File: src/sba_pkg.sv
// Shared types and constants of the size-class buffer allocator.
`default_nettype none

package sba_pkg;

    // Widest slot index over the allowed slot counts (up to 4096 slots).
    localparam int SLOT_W      = 12;
    localparam int REQ_W       = 16;
    localparam int OUT_ADDR_W  = 48;
    localparam int CFG_W       = 48;
    localparam int IN_TDATA_W  = 64;
    localparam int OUT_TDATA_W = 56;

    localparam logic FUNC_ALLOC = 1'b0;
    localparam logic FUNC_FREE  = 1'b1;

    localparam logic [1:0] CLS_SMALL = 2'd0;
    localparam logic [1:0] CLS_MID   = 2'd1;
    localparam logic [1:0] CLS_BIG   = 2'd2;
    localparam logic [1:0] CLS_NONE  = 2'd3;

    localparam logic [1:0] REG_BASE        = 2'd0;
    localparam logic [1:0] REG_SMALL_COUNT = 2'd1;
    localparam logic [1:0] REG_MID_COUNT   = 2'd2;
    localparam logic [1:0] REG_BIG_COUNT   = 2'd3;

    // Command kinds passed from front to back
    localparam logic [1:0] KIND_ALLOC = 2'd0;
    localparam logic [1:0] KIND_FREE  = 2'd1;
    localparam logic [1:0] KIND_BAD   = 2'd2;

    localparam int SHIFT_SMALL = 7;
    localparam int SHIFT_MID   = 8;
    localparam int SHIFT_BIG   = 12;

    localparam int BYTES_SMALL = 128;
    localparam int BYTES_MID   = 256;
    localparam int BYTES_BIG   = 4096;

    typedef struct packed {
        logic [1:0]        kind;
        logic [2:0]        fit;   // request fits small, mid, big (bit 0 small)
        logic [1:0]        cls;
        logic [SLOT_W-1:0] slot;
    } sba_cmd_t;

    typedef struct packed {
        logic              init;
        logic              clr;
        logic              rd_ring;
        logic              rd_taken;
        logic              pop;
        logic              push;
        logic [SLOT_W-1:0] slot;
    } sba_ctl_t;

    typedef struct packed {
        logic              nonempty;
        logic              notfull;
        logic [SLOT_W-1:0] head_slot;
        logic              taken;
    } sba_sts_t;

endpackage

`default_nettype wire

File: src/sba_front.sv
// Front end: accepts request items and classifies them into commands.
`default_nettype none

module sba_front #(
    parameter  int ADDR_BITS = 48,
    localparam int XW        = (ADDR_BITS > 48) ? ADDR_BITS : 48
) (
    input  wire logic                             clk,
    input  wire logic                             rst_n,
    input  wire logic                             busy,
    input  wire logic                             s_axis_tvalid,
    output logic                                  s_axis_tready,
    input  wire logic [sba_pkg::IN_TDATA_W-1:0]   s_axis_tdata,
    input  wire logic                             s_axis_tuser,
    input  wire logic [sba_pkg::CFG_W-1:0]        base_addr,
    input  wire logic [XW-1:0]                    start_mid,
    input  wire logic [XW-1:0]                    start_big,
    input  wire logic [XW-1:0]                    span_end,
    output sba_pkg::sba_cmd_t                     q_data,
    output logic                                  q_valid,
    input  wire logic                             q_ready
);
    import sba_pkg::*;

    localparam logic [XW-1:0] AB_MASK = {XW{1'b1}} >> (XW - ADDR_BITS);

    logic             f_valid_reg;
    logic             f_func_reg;
    logic [2:0]       f_fit_reg;
    logic [XW-1:0]    f_off_reg;

    logic             accept;
    logic [REQ_W-1:0] req;
    logic [XW-1:0]    diff;
    logic [2:0]       fit;
    logic [1:0]       cls;
    logic [XW-1:0]    rel;
    logic             aligned;
    logic [SLOT_W-1:0] slot;

    assign s_axis_tready = !busy && (!f_valid_reg || q_ready);
    assign accept        = s_axis_tvalid && s_axis_tready;
    assign req           = s_axis_tdata[REQ_W-1:0];
    assign diff          = XW'(s_axis_tdata[IN_TDATA_W-1:REQ_W]) - XW'(base_addr);

    assign fit[0] = (req <= REQ_W'(BYTES_SMALL));
    assign fit[1] = (req <= REQ_W'(BYTES_MID));
    assign fit[2] = (req <= REQ_W'(BYTES_BIG));

    always_ff @(posedge clk)
    begin
        if (accept)
        begin
            f_func_reg <= s_axis_tuser;
            f_fit_reg  <= fit;
            f_off_reg  <= diff & AB_MASK;
        end
    end

    always_ff @(posedge clk or negedge rst_n)
    begin
        if (!rst_n)
        begin
            f_valid_reg <= 1'b0;
        end
        else if (accept)
        begin
            f_valid_reg <= 1'b1;
        end
        else if (q_ready)
        begin
            f_valid_reg <= 1'b0;
        end
    end

    // Region decode: regions are back to back, so the first bound above the
    // offset names the class.
    always_comb
    begin
        if (f_off_reg < start_mid)
        begin
            cls = CLS_SMALL;
            rel = f_off_reg;
        end
        else if (f_off_reg < start_big)
        begin
            cls = CLS_MID;
            rel = f_off_reg - start_mid;
        end
        else if (f_off_reg < span_end)
        begin
            cls = CLS_BIG;
            rel = f_off_reg - start_big;
        end
        else
        begin
            cls = CLS_NONE;
            rel = '0;
        end
    end

    always_comb
    begin
        unique case (cls)
            CLS_SMALL:
            begin
                aligned = (rel[SHIFT_SMALL-1:0] == '0);
                slot    = rel[SHIFT_SMALL +: SLOT_W];
            end
            CLS_MID:
            begin
                aligned = (rel[SHIFT_MID-1:0] == '0);
                slot    = rel[SHIFT_MID +: SLOT_W];
            end
            CLS_BIG:
            begin
                aligned = (rel[SHIFT_BIG-1:0] == '0);
                slot    = rel[SHIFT_BIG +: SLOT_W];
            end
            default:
            begin
                aligned = 1'b0;
                slot    = '0;
            end
        endcase
    end

    always_comb
    begin
        q_data.fit  = f_fit_reg;
        q_data.cls  = cls;
        q_data.slot = slot;
        if (f_func_reg == FUNC_ALLOC)
        begin
            q_data.kind = KIND_ALLOC;
        end
        else if (aligned)
        begin
            q_data.kind = KIND_FREE;
        end
        else
        begin
            q_data.kind = KIND_BAD;
        end
    end

    assign q_valid = f_valid_reg;

endmodule

`default_nettype wire

File: config.mk
export PLATFORM = sky130hd
export DESIGN_NAME = sba_front
export DESIGN_NICKNAME = d
export VERILOG_FILES = /design/src/sba_pkg.sv /design/src/sba_front.sv
export SDC_FILE = /design/constraint.sdc
export NUM_CORES = 1
export LEC_CHECK = 0
export ABC_AREA = 1
export BUFFER_PORTS_ARGS = -buffer_cell sky130_fd_sc_hd__buf_2
export CAP_MARGIN = 20
export CORE_ASPECT_RATIO = 0.8
export CORE_UTILIZATION = 30
export DETAILED_ROUTE_END_ITERATION = 10
export GPL_TIMING_DRIVEN = 0
export PLACE_DENSITY = 0.57
export SYNTH_ARGS = -nofsm -noshare
export SYNTH_HDL_FRONTEND = slang
export SYNTH_SLANG_ARGS = --single-unit
File: constraint.sdc
create_clock -name clk -period 4.1 [get_ports clk]
set_input_delay 0.41 -clock clk [delete_from_list [all_inputs] [get_ports clk]]
set_output_delay 0.41 -clock clk [all_outputs]
set_load 0.1 [all_outputs]
==> flow_metrics.py <==
metrics = {
    "yosys": {
        "syn_inst": 1556,
        "synth_compound_area_share_pct": 16.8,
        "synth.avg_cell_area_um2": 6.54,
        "synth-edff-count": 52,
        "synth_common_cells": "inv_1 (335), nand2_1 (312), ha_1 (190)",
        "ys_ff_latch": 53,
        "yosys.cell_count.top_type": "inv_1",
        "synthFlopType": "edfxtp_1",
        "synth.distinct_cells": 49,
        "synth.area.mux_share_pct": 0,
        "synth_xor_area_share_pct": 6.02,
        "synth_seq_area_share_pct": 15.6,
        "ys_top_cells_by_area": "ha_1 (23%), edfxtp_1 (15%), inv_1 (12%)",
        "synth_top_family_by_area": "simple AND/OR/NAND/NOR gates",
        "async_reset_ff_share_pct": 1.89,
        "synth_area_um2": 10200,
        "synth_warnings": 0,
        "yosys.area.top_type_share_pct": 23.4,
        "yosys.area_share.simple_pct": 24.6,
        "syn_nets": 2011,
        "synth_fa_ha_area_share_pct": 23.9,
        "synth_top_cell_by_area": "ha_1",
    },
    "clock_tree": {
        "cts_tree": "yes",
        "cts_buffers": 5,
        "clk_pin_slew_ps": 70,
        "insertion_delay_ps": 300,
        "post_cts_buffers": 0,
        "h-tree-depth": 2,
        "cts.path.max_buffers": 2,
        "root_buffer": "clkbuf_16",
        "clock-sinks": 53,
    },
    "drt": {
        "vias_per_cell": 4.72,
        "drc_errors": 0,
        "detail-route-antenna-nets": 0,
        "drt-total-wl_mm": 33.4,
        "drt_iter0_drc": 528,
        "wl_per_cell_um": 14.6,
        "via_count": 10769,
        "drt_first_pass_iters": 5,
    },
    "power": {
        "ir_drop_v": 0.000169,
        "powerDensity_nw_per_um2": 246,
        "power.leakage_nw": 6.93,
    },
    "setup_path": {
        "end_kind": "output port",
        "critPathLaunchType": "register",
        "crit_type": "reg2out",
        "cp.arrival_ps": 3360,
        "required_ps": 3690,
        "crit_fanout": 10,
    },
    "floorplanning": {
        "die_height_um": 167,
        "core_area_um2": 32900,
        "row_count": 59,
        "die-area_um2": 34700,
        "ios": 283,
        "dieWidth_um": 208,
        "start_util_pct": 30.9,
    },
    "layout": {
        "fin_nets": 2303,
        "drive_gt1_share_pct": 18.6,
        "area_growth_pct": 22.1,
        "fillers": 3617,
        "regArea_um2": 1590,
        "fin_cells": 2282,
        "stdcell_area_um2": 12400,
        "multiInputGateArea_um2": 7300,
        "largest_reg_flops": 48,
    },
    "sta": {
        "hold_viol": 0,
        "setup_tns_ps": 0,
        "max_slew_margin_pct": 39.0,
        "period_minus_slack_ps": 3770,
        "fin_skew_ps": 7.39,
        "finalCritPeriodShare_pct": 91.9,
        "worstMarginPinSlew_ps": 912,
        "slew_violations": 0,
        "rsz0062_at_grt": "false",
        "max_clock_freq_mhz": 265,
        "setup_violations": 0,
        "setup_ws_ps": 331,
        "hold-worst-slack_ps": 308,
    },
    "global_routing": {
        "grt_max_degree": 21,
        "first_global_vias": 10236,
        "grt_pass1_wl_mm": 52.0,
        "antenna_found_initial": 6,
        "globalRouteOverflowTotal": 0,
        "gr-usage-all-layers_pct": 18.7,
    },
    "place": {
        "dp_worst_setup_slack_ps": 428,
        "dp_cells": 2267,
        "dpl.hpwl_mm": 30.2,
        "gp_congestion": 0.908,
        "place_area_um2": 12200,
        "io_buffer_count": 282,
    },
    "run_status": {
        "status": "finished clean",
    },
    "job": {
        "drv_cap": 0,
    },
    "worst_hold_path": {
        "hp-class": "in2reg",
    },
}
-- cell families (layout without fill, tap and decap cells) --
group	Yosys count	after routing
AOI/OAI and AO/OA	303	303
buffers and inverters	348	641
xor gates and xnor gates	70	70
and+or+nand+nor	589	589
DFF	53	53
adders and majority gates	193	193
other	0	6
-- layout by cell type, fill, tap and decap left out, drive strengths merged, types with 34 or more instances in the layout --
| cell type | n |
|---|---|
| a21oi | 167 |
| edfxtp | 52 |
| buf | 285 |
| xor2 | 40 |
| inv | 344 |
| nand4 | 34 |
| ha | 190 |
| nand2 | 321 |
| nand3 | 51 |
| nor2 | 147 |
| o21ai | 74 |
-- repair_timing --
action                                 CTS  global route
endpoints found under the hold margin    1             0
setup endpoints to repair                0             8
gates resized for setup                  0            18
hold buffers                             1             0
-- power breakdown --
part | internal [mW] | switching, mW | leakage (nW)
Sequential | 0.670 | 0.0684 | 0.495
Clock | 0.290 | 0.199 | 0.0811
Combinational | 0.639 | 1.19 | 6.36
-- per-stage QoR --
stage	power, mW	util, %
final	3.05	37.8
after global placement	2.53	36.9
after CTS	3.05	37.6
after global routing	3.30	37.8
after floorplan	2.03	-
after detailed placement	2.55	37.1
-- worst paths after layout --
kind	start	endpoint	slack (ps)	depth (start not counted)
min in group asynchronous	rst_n	q_valid	400	2
max in group asynchronous	rst_n	q_valid	3620	2
setup reg to reg	q_valid	f_off_reg[1]	2330	4
setup / recovery	f_off_reg[0]	q_data[4]	330	20
hold / removal	q_ready	q_valid	310	2
hold reg to reg	q_valid	q_valid	550	2
-- layout make-up --
type / count / area share (%)
clock inverter: 2 / 0.312
timing repair buffer: 285 / 12.1
antenna: 6 / 0.121
tap: 427 / 4.30
sequential: 53 / 12.8
clock buffer: 6 / 1.04
buffer: 4 / 0.232
inverter: 344 / 10.4
multi-input combinational: 1155 / 58.7
-- routing by layer --
layer	up-vias	global-route usage (%)	part of all wire (%)
met2	237	29.9	44
li1	5708	-	-
met3	25	0.811	3.8
met4	0	3.64	1.3
met1	4799	27.8	51
met5	-	0	0
-- worst max-delay path: stages (launching register included) --
cell      delay [ps]
edfxtp_1         450
inv_2            130
ha_1             150
inv_1             80
fa_1             450
nand3_1          100
nand2_1           90
nand2_1           80
nand2_2           80
nand3_2           70
nand2_2          100
nand2_4          100
nand3_4          120
inv_2            100
buf_6            140
o21ai_1           70
a21o_1           190
nand3_1           70
nand2_1           70
nand3b_1         120
buf_4            300
No activity file was read; power rests on OpenSTA's default activity.
