### config.mk
export PLATFORM = sky130hd
export DESIGN_NAME = sba_queue
export DESIGN_NICKNAME = d
export VERILOG_FILES = /design/src/sba_pkg.sv /design/src/sba_queue.sv
export SDC_FILE = /design/constraint.sdc
export NUM_CORES = 1
export LEC_CHECK = 0
export BUFFER_PORTS_ARGS = -buffer_cell sky130_fd_sc_hd__buf_2
export CAP_MARGIN = 20
export CELL_PAD_IN_SITES_DETAIL_PLACEMENT = 0
export CELL_PAD_IN_SITES_GLOBAL_PLACEMENT = 1
export CORE_MARGIN = 5
export CORE_UTILIZATION = 40
export CTS_BUF_LIST = sky130_fd_sc_hd__clkbuf_4 sky130_fd_sc_hd__clkbuf_8
export DETAILED_ROUTE_END_ITERATION = 8
export PLACE_DENSITY = 0.8
export SLEW_MARGIN = 10
export SYNTH_ARGS = -nofsm -noshare
export SYNTH_HDL_FRONTEND = slang
export SYNTH_SLANG_ARGS = --single-unit
### constraint.sdc
create_clock -name clk -period 1.7 [get_ports clk]
set_input_delay 0 -clock clk [delete_from_list [all_inputs] [get_ports clk]]
set_output_delay 0 -clock clk [all_outputs]
set_load 0.01 [all_outputs]
### src/sba_pkg.sv
// Shared types and constants of the size-class buffer allocator.
`default_nettype none

package sba_pkg;

    // Widest slot index over the allowed slot counts (up to 4096 slots).
    localparam int SLOT_W      = 12;
    localparam int REQ_W       = 16;
    localparam int OUT_ADDR_W  = 48;
    localparam int CFG_W       = 48;
    localparam int IN_TDATA_W  = 64;
    localparam int OUT_TDATA_W = 56;

    localparam logic FUNC_ALLOC = 1'b0;
    localparam logic FUNC_FREE  = 1'b1;

    localparam logic [1:0] CLS_SMALL = 2'd0;
    localparam logic [1:0] CLS_MID   = 2'd1;
    localparam logic [1:0] CLS_BIG   = 2'd2;
    localparam logic [1:0] CLS_NONE  = 2'd3;

    localparam logic [1:0] REG_BASE        = 2'd0;
    localparam logic [1:0] REG_SMALL_COUNT = 2'd1;
    localparam logic [1:0] REG_MID_COUNT   = 2'd2;
    localparam logic [1:0] REG_BIG_COUNT   = 2'd3;

    // Command kinds passed from front to back
    localparam logic [1:0] KIND_ALLOC = 2'd0;
    localparam logic [1:0] KIND_FREE  = 2'd1;
    localparam logic [1:0] KIND_BAD   = 2'd2;

    localparam int SHIFT_SMALL = 7;
    localparam int SHIFT_MID   = 8;
    localparam int SHIFT_BIG   = 12;

    localparam int BYTES_SMALL = 128;
    localparam int BYTES_MID   = 256;
    localparam int BYTES_BIG   = 4096;

    typedef struct packed {
        logic [1:0]        kind;
        logic [2:0]        fit;   // request fits small, mid, big (bit 0 small)
        logic [1:0]        cls;
        logic [SLOT_W-1:0] slot;
    } sba_cmd_t;

    typedef struct packed {
        logic              init;
        logic              clr;
        logic              rd_ring;
        logic              rd_taken;
        logic              pop;
        logic              push;
        logic [SLOT_W-1:0] slot;
    } sba_ctl_t;

    typedef struct packed {
        logic              nonempty;
        logic              notfull;
        logic [SLOT_W-1:0] head_slot;
        logic              taken;
    } sba_sts_t;

endpackage

`default_nettype wire

### src/sba_queue.sv
// Two-entry command queue between the front and back of the allocator.
`default_nettype none

module sba_queue (
    input  wire logic              clk,
    input  wire logic              rst_n,
    input  wire sba_pkg::sba_cmd_t wr_data,
    input  wire logic              wr_valid,
    output logic                   wr_ready,
    output sba_pkg::sba_cmd_t      rd_data,
    output logic                   rd_valid,
    input  wire logic              rd_ready
);
    import sba_pkg::*;

    localparam int DEPTH = 2;
    localparam int PW    = $clog2(DEPTH);
    localparam int NW    = $clog2(DEPTH + 1);

    sba_cmd_t        entry_reg [DEPTH];
    logic [PW-1:0]   wr_ptr_reg;
    logic [PW-1:0]   rd_ptr_reg;
    logic [NW-1:0]   cnt_reg;
    logic            do_wr;
    logic            do_rd;

    assign wr_ready = (cnt_reg != NW'(DEPTH));
    assign rd_valid = (cnt_reg != '0);
    assign rd_data  = entry_reg[rd_ptr_reg];
    assign do_wr    = wr_valid && wr_ready;
    assign do_rd    = rd_valid && rd_ready;

    always_ff @(posedge clk)
    begin
        if (do_wr)
        begin
            entry_reg[wr_ptr_reg] <= wr_data;
        end
    end

    always_ff @(posedge clk or negedge rst_n)
    begin
        if (!rst_n)
        begin
            wr_ptr_reg <= '0;
            rd_ptr_reg <= '0;
            cnt_reg    <= '0;
        end
        else
        begin
            if (do_wr)
            begin
                wr_ptr_reg <= wr_ptr_reg + 1'b1;
            end
            if (do_rd)
            begin
                rd_ptr_reg <= rd_ptr_reg + 1'b1;
            end
            if (do_wr && !do_rd)
            begin
                cnt_reg <= cnt_reg + 1'b1;
            end
            else if (do_rd && !do_wr)
            begin
                cnt_reg <= cnt_reg - 1'b1;
            end
        end
    end

endmodule

`default_nettype wire

==> results.yml, run 1 <==
clock_network:
  cts-root-buf: "clkbuf_8"
  cts_buffer_depth: 2
  cts_num_sinks: 42
  htree_levels: 2
  cts_tree: "done"
  worstSkewPairLatency_ns: 0.28
  cts_resized: 0
  clk_pin_slew_ns: 0.07
  numCtsBuffers: 5
sta:
  fmax_mhz: 663.2
  relSlewSlack_pct: 78.41
  maxSlewViolCount: 0
  finalCriticalPeriod_ns: 1.508
  holdWs_ns: 0.04065
  tightest_slew_ns: 0.3239
  setup_viol: 0
  finClkSkew_ns: 0.005814
  fin_setup_tns_ns: 0
  fin_crit_sh_pct: 88.69
  rsz0062_at_grt: "no"
  final_hold_viol_count: 0
power_and_ir_drop:
  ir_drop_mv: 0.8007
  switching_share_pct: 29.50
  leakage_nw: 0.8640
  seq_power_share_pct: 47.2
  power_frac_comb_pct: 35.3
  p_per_area_nw_per_um2: 1499
  p_switching_w: 0.0009664
  p_int_w: 0.002309
  clkPwrFrac_pct: 17.5
worst_hold_path:
  hp-class: "in -> async"
routing:
  num_vias: 904
  firstDrtPassIters: 3
  wirelength_um: 2774
  vias_per_cell: 4.498
  ant_nets: 0
  drc: 0
  drt_iter0_markers: 9
  route.detailed.wl_per_inst_um: 13.80
synthesis:
  syn_avg_cell_area_sq_um: 20.64
  synth-seq-area-share_pct: 78.11
  synth_warnings: 0
  syn-cell-area_sq_um: 1589
  netlist_instances: 77
  synth_cell_types: 14
  synth.ff_latch_count: 42
  synth_nets: 101
finish:
  final_nets: 175
  largest_reg_flops: 38
  layout_commonest_cell: "buf_2"
  antenna_cells: 0
  final_layout_size_suffix_gt1_share_pct: 51.66
  syn2layout_area_growth_pct: 37.56
  layout_common_cells: "43 x buf_2, 38 x edfxtp_1, 21 x dlygate4sd3_1, 19 x mux2_2, 5 x clkbuf_8"
global_routing:
  grt_pass1_vias: 1034
  grt_max_degree: 16
  globalRouteOverflowTotal: 0
  grt_pass1_wl_um: 4422
  antenna_found_initial: 0
  grt.total_usage_pct: 11.35
critical_path:
  critPathBufInv: 2
  r2r_slack_ns: 0.23
  required_ns: 1.70
  timing.rr.start: "cnt_reg[0]"
  max_stage_delay_ns: 0.53
  cp-endpoint: "rd_data[5]"
  rr_endpoint: "cnt_reg[1]"
  cp.depth: 3
  critPathLaunch: "rd_ptr_reg"
  reg2reg_depth: 7
  critical_path_class: "reg -> out"
  cp-start-kind: "register"
  crit_arrival_ns: 1.51
  path_cells: "buf_12 > mux2_2 > buf_2"
  crit_family: "flip-flops"
  crit_slowest_cell: "dfrtp_1"
  worst-path-max-fanout: 15
  cp-end-kind: "output port"
die:
  start_util_pct: 40.60
  fp-row-count: 23
  fp.dieArea_sq_um: 5333
  core_area_sq_um: 3914
  die_height_um: 73.03
  die_w_um: 73.03
  io_pins: 44
placed_design:
  dpl.hpwl_um: 1947
  portBuffers: 43
  gp_congestion: 0.7381
status:
  outcome: "completed"
flow_run:
  max-cap-violations: 0
worst register-to-register path, delay by kind of cell, from the launching register on:
| family | cells | cell delay, ns |
|---|---|---|
| xor+xnor | 2 | 0.30 |
| fa+ha+maj | 1 | 0.20 |
| buf+inv | 1 | 0.06 |
| flops | 1 | 0.43 |
| simple gates | 3 | 0.40 |
layout make-up:
class	count	area [sq um]
fill	323	1728
multi-input combinational	32	324.1
clock inverter	2	10.01
inverter	1	3.754
timing repair buffer	69	475.5
sequential	42	1241
tap	50	62.56
clock buffer	5	68.82
layer usage:
layer / part of all wire [%] / GRT usage (%)
met3: 9.8 / 5.785
met4: 1.7 / 4.303
met2: 50 / 19.76
met1: 39 / 11.46
met5: 0 / 0
power by group through the flow:
stage               clock network (W)  registers [W]  logic (W)
CTS                          0.000603        0.00155    0.00119
floorplan                           0        0.00152   0.000763
detailed placement                  0        0.00157    0.00114
finish                       0.000573        0.00155    0.00116
global placement                    0        0.00155    0.00112
global route                 0.000640        0.00157    0.00126
cells in the mapped netlist:
cell type / instances / area (sq um)
xor2_1: 2 / 17.52
nand2_4: 1 / 11.26
ha_1: 1 / 12.51
dfrtp_1: 4 / 100.1
nand2b_4: 1 / 13.76
inv_1: 1 / 3.750
nand2_1: 1 / 3.750
mux2_2: 19 / 214.0
nor2_1: 2 / 7.510
edfxtp_1: 38 / 1141
or2_4: 1 / 8.760
buf_6: 2 / 22.52
and3_1: 1 / 6.260
xnor2_1: 3 / 26.28
worst min path at each step:
stage          cells after the start         end  slack, ns
2_1_floorplan                      0  cnt_reg[0]      -0.30
3_3_place_gp                       1  cnt_reg[0]      -0.19
3_5_place_dp                       1  cnt_reg[0]      -0.19
4_1_cts                            2  cnt_reg[0]       0.03
5_1_grt                            2  cnt_reg[0]       0.04
6_report                           2  cnt_reg[0]       0.04
per-stage QoR:
stage | std cells | total power (W) | setup WS (ns) | utilization [%] | instance area [sq um]
2_1_floorplan | 77 | 0.002284 | 0.1390 | - | 1592
5_1_grt | 201 | 0.003472 | 0.1152 | 55.85 | 2186
4_1_cts | 201 | 0.003343 | 0.1485 | 55.85 | 2186
6_report | 201 | 0.003276 | 0.1922 | 55.85 | 2186
3_3_place_gp | 173 | 0.002671 | 0.3067 | 48.47 | 1897
3_5_place_dp | 173 | 0.002709 | 0.2441 | 48.47 | 1897
cell families after synthesis:
logic type | share of synthesized area [%]
xor gates and xnor gates | 2.756
adders and majority gates | 0.7873
muxes | 13.46
and+or+nand+nor | 3.228
DFF | 78.11
buffers and inverters | 1.653
repair_timing:
action / in CTS / in global routing
hold buffers: 21 / 0
hold endpoints to repair: 43 / 0
setup buffers: 0 / 0
endpoints found under the setup margin: 0 / 0
Power figures use the tool's default switching activity.
==> run 2, diff against run 1 <==
- HOLD_SLACK_MARGIN: unset -> 0.15
==> results.yml, run 2 (synthesized netlist as in run 1, its figures left out) <==
routing:
  num_vias: 910
  firstDrtPassIters: 3
  wirelength_um: 2852
  drc: 0
  route.detailed.wl_per_inst_um: 14.05
  ant_nets: 0
  vias_per_cell: 4.483
  drt_iter0_markers: 12
global_routing:
  grt_max_degree: 16
  grt_pass1_vias: 1044
  grt.total_usage_pct: 11.55
  grt_pass1_wl_um: 4498
  globalRouteOverflowTotal: 0
  antenna_found_initial: 0
clock_network:
  cts-root-buf: "clkbuf_8"
  worstSkewPairLatency_ns: 0.28
  cts_tree: "done"
  cts_num_sinks: 42
  numCtsBuffers: 5
  cts_resized: 0
  htree_levels: 2
  cts_buffer_depth: 2
  clk_pin_slew_ns: 0.07
worst_hold_path:
  hp-class: "in -> reg"
finish:
  final_nets: 177
  layout_commonest_cell: "buf_2"
  largest_reg_flops: 38
  fillerInstances: 322
  syn2layout_area_growth_pct: 38.82
  antenna_cells: 0
  layout_common_cells: "43 x buf_2, 38 x edfxtp_1, 23 x dlygate4sd3_1, 19 x mux2_2, 5 x clkbuf_8"
  final_layout_size_suffix_gt1_share_pct: 50.98
placed_design:
  gp_congestion: 0.7381
  portBuffers: 43
  dpl.hpwl_um: 1947
sta:
  tightest_slew_ns: 0.3401
  final_hold_viol_count: 0
  maxSlewViolCount: 0
  finalCriticalPeriod_ns: 1.521
  setup_viol: 0
  relSlewSlack_pct: 77.33
  fin_crit_sh_pct: 89.49
  fin_setup_tns_ns: 0
  rsz0062_at_grt: "no"
  holdWs_ns: 0.4358
  finClkSkew_ns: 0.005291
  fmax_mhz: 657.3
critical_path:
  crit_slowest_cell: "dfrtp_1"
  crit_arrival_ns: 1.52
  required_ns: 1.70
  worst-path-max-fanout: 15
  cp-start-kind: "register"
  crit_family: "flip-flops"
  critical_path_class: "reg -> out"
  path_cells: "buf_12 > mux2_2 > buf_2"
  cp-end-kind: "output port"
  max_stage_delay_ns: 0.55
  critPathBufInv: 2
die:
  io_pins: 44
  fp.dieArea_sq_um: 5333
  start_util_pct: 40.60
  die_height_um: 73.03
  core_area_sq_um: 3914
  die_w_um: 73.03
  fp-row-count: 23
power_and_ir_drop:
  ir_drop_mv: 0.8004
  leakage_nw: 0.8724
  p_per_area_nw_per_um2: 1490
status:
  outcome: "completed"
flow_run:
  max-cap-violations: 0
## run 2: changes by cell type in the layout (fill, tap and decap cells not counted), sizes merged
cell | previous run | this run
dlygate4sd3 | 21 | 23
## run 2: layout make-up
cell class,instances,area [sq um],area share [%]
clock inverter,2,10.01,0.4538
clock buffer,5,68.82,3.120
timing repair buffer,71,495.5,22.46
sequential,42,1241,56.27
tap,50,62.56,2.836
multi-input combinational,32,324.1,14.69
inverter,1,3.754,0.1702
## run 2: path summary, 6_finish.rpt
kind,start,end,slack [ns],cells after the start
min,wr_data[16],entry_reg[1][16],0.44,2
max,rd_ptr_reg,rd_data[5],0.18,3
max in group asynchronous,rst_n,rd_ptr_reg,0.92,3
min reg2reg,wr_ptr_reg,wr_ptr_reg,0.52,1
max reg2reg,cnt_reg[0],cnt_reg[1],0.23,7
min in group asynchronous,rst_n,cnt_reg[0],0.61,3
## run 2: per-stage QoR
step           cell area [sq um]  utilization, %  cells  total power, W  setup slack [ns]
4_1_cts                     2206           56.36    203        0.003347            0.1485
3_5_place_dp                1897           48.47    173        0.002709            0.2441
5_1_grt                     2206           56.36    203        0.003480            0.1137
3_3_place_gp                1897           48.47    173        0.002671            0.3067
6_report                    2206           56.36    203        0.003286            0.1787
2_1_floorplan               1592               -     77        0.002284            0.1390
## run 2: power by group
part | total, W | switching (W) | internal (W) | leakage [nW]
registers | 0.00155 | 0.000128 | 0.00142 | 0.400
logic | 0.00116 | 0.000548 | 0.000615 | 0.429
clock network | 0.000573 | 0.000298 | 0.000275 | 0.0438
total | 0.00329 | 0.000973 | 0.00231 | 0.872
## run 2: worst reg2reg max path, delay by kind of cell, from the launching register on
kind / cells / cell delay (ns)
XOR/XNOR: 2 / 0.30
flip-flops: 1 / 0.43
adder cells (fa/ha/maj): 1 / 0.20
AND/OR/NAND/NOR: 3 / 0.42
buffers and inverters: 1 / 0.06
## run 2: metal layers
layer	vias to the layer above	routed length, um	global-route usage, %
li1	441	-	-
met1	428	1055	11.01
met2	36	1464	20.85
met3	5	283	5.923
met4	0	48	4.303
met5	-	0	0
## run 2: what timing repair did
item                                   CTS  global route
buffers inserted                         0             0
endpoints found under the hold margin   45             0
hold buffers                            23             0
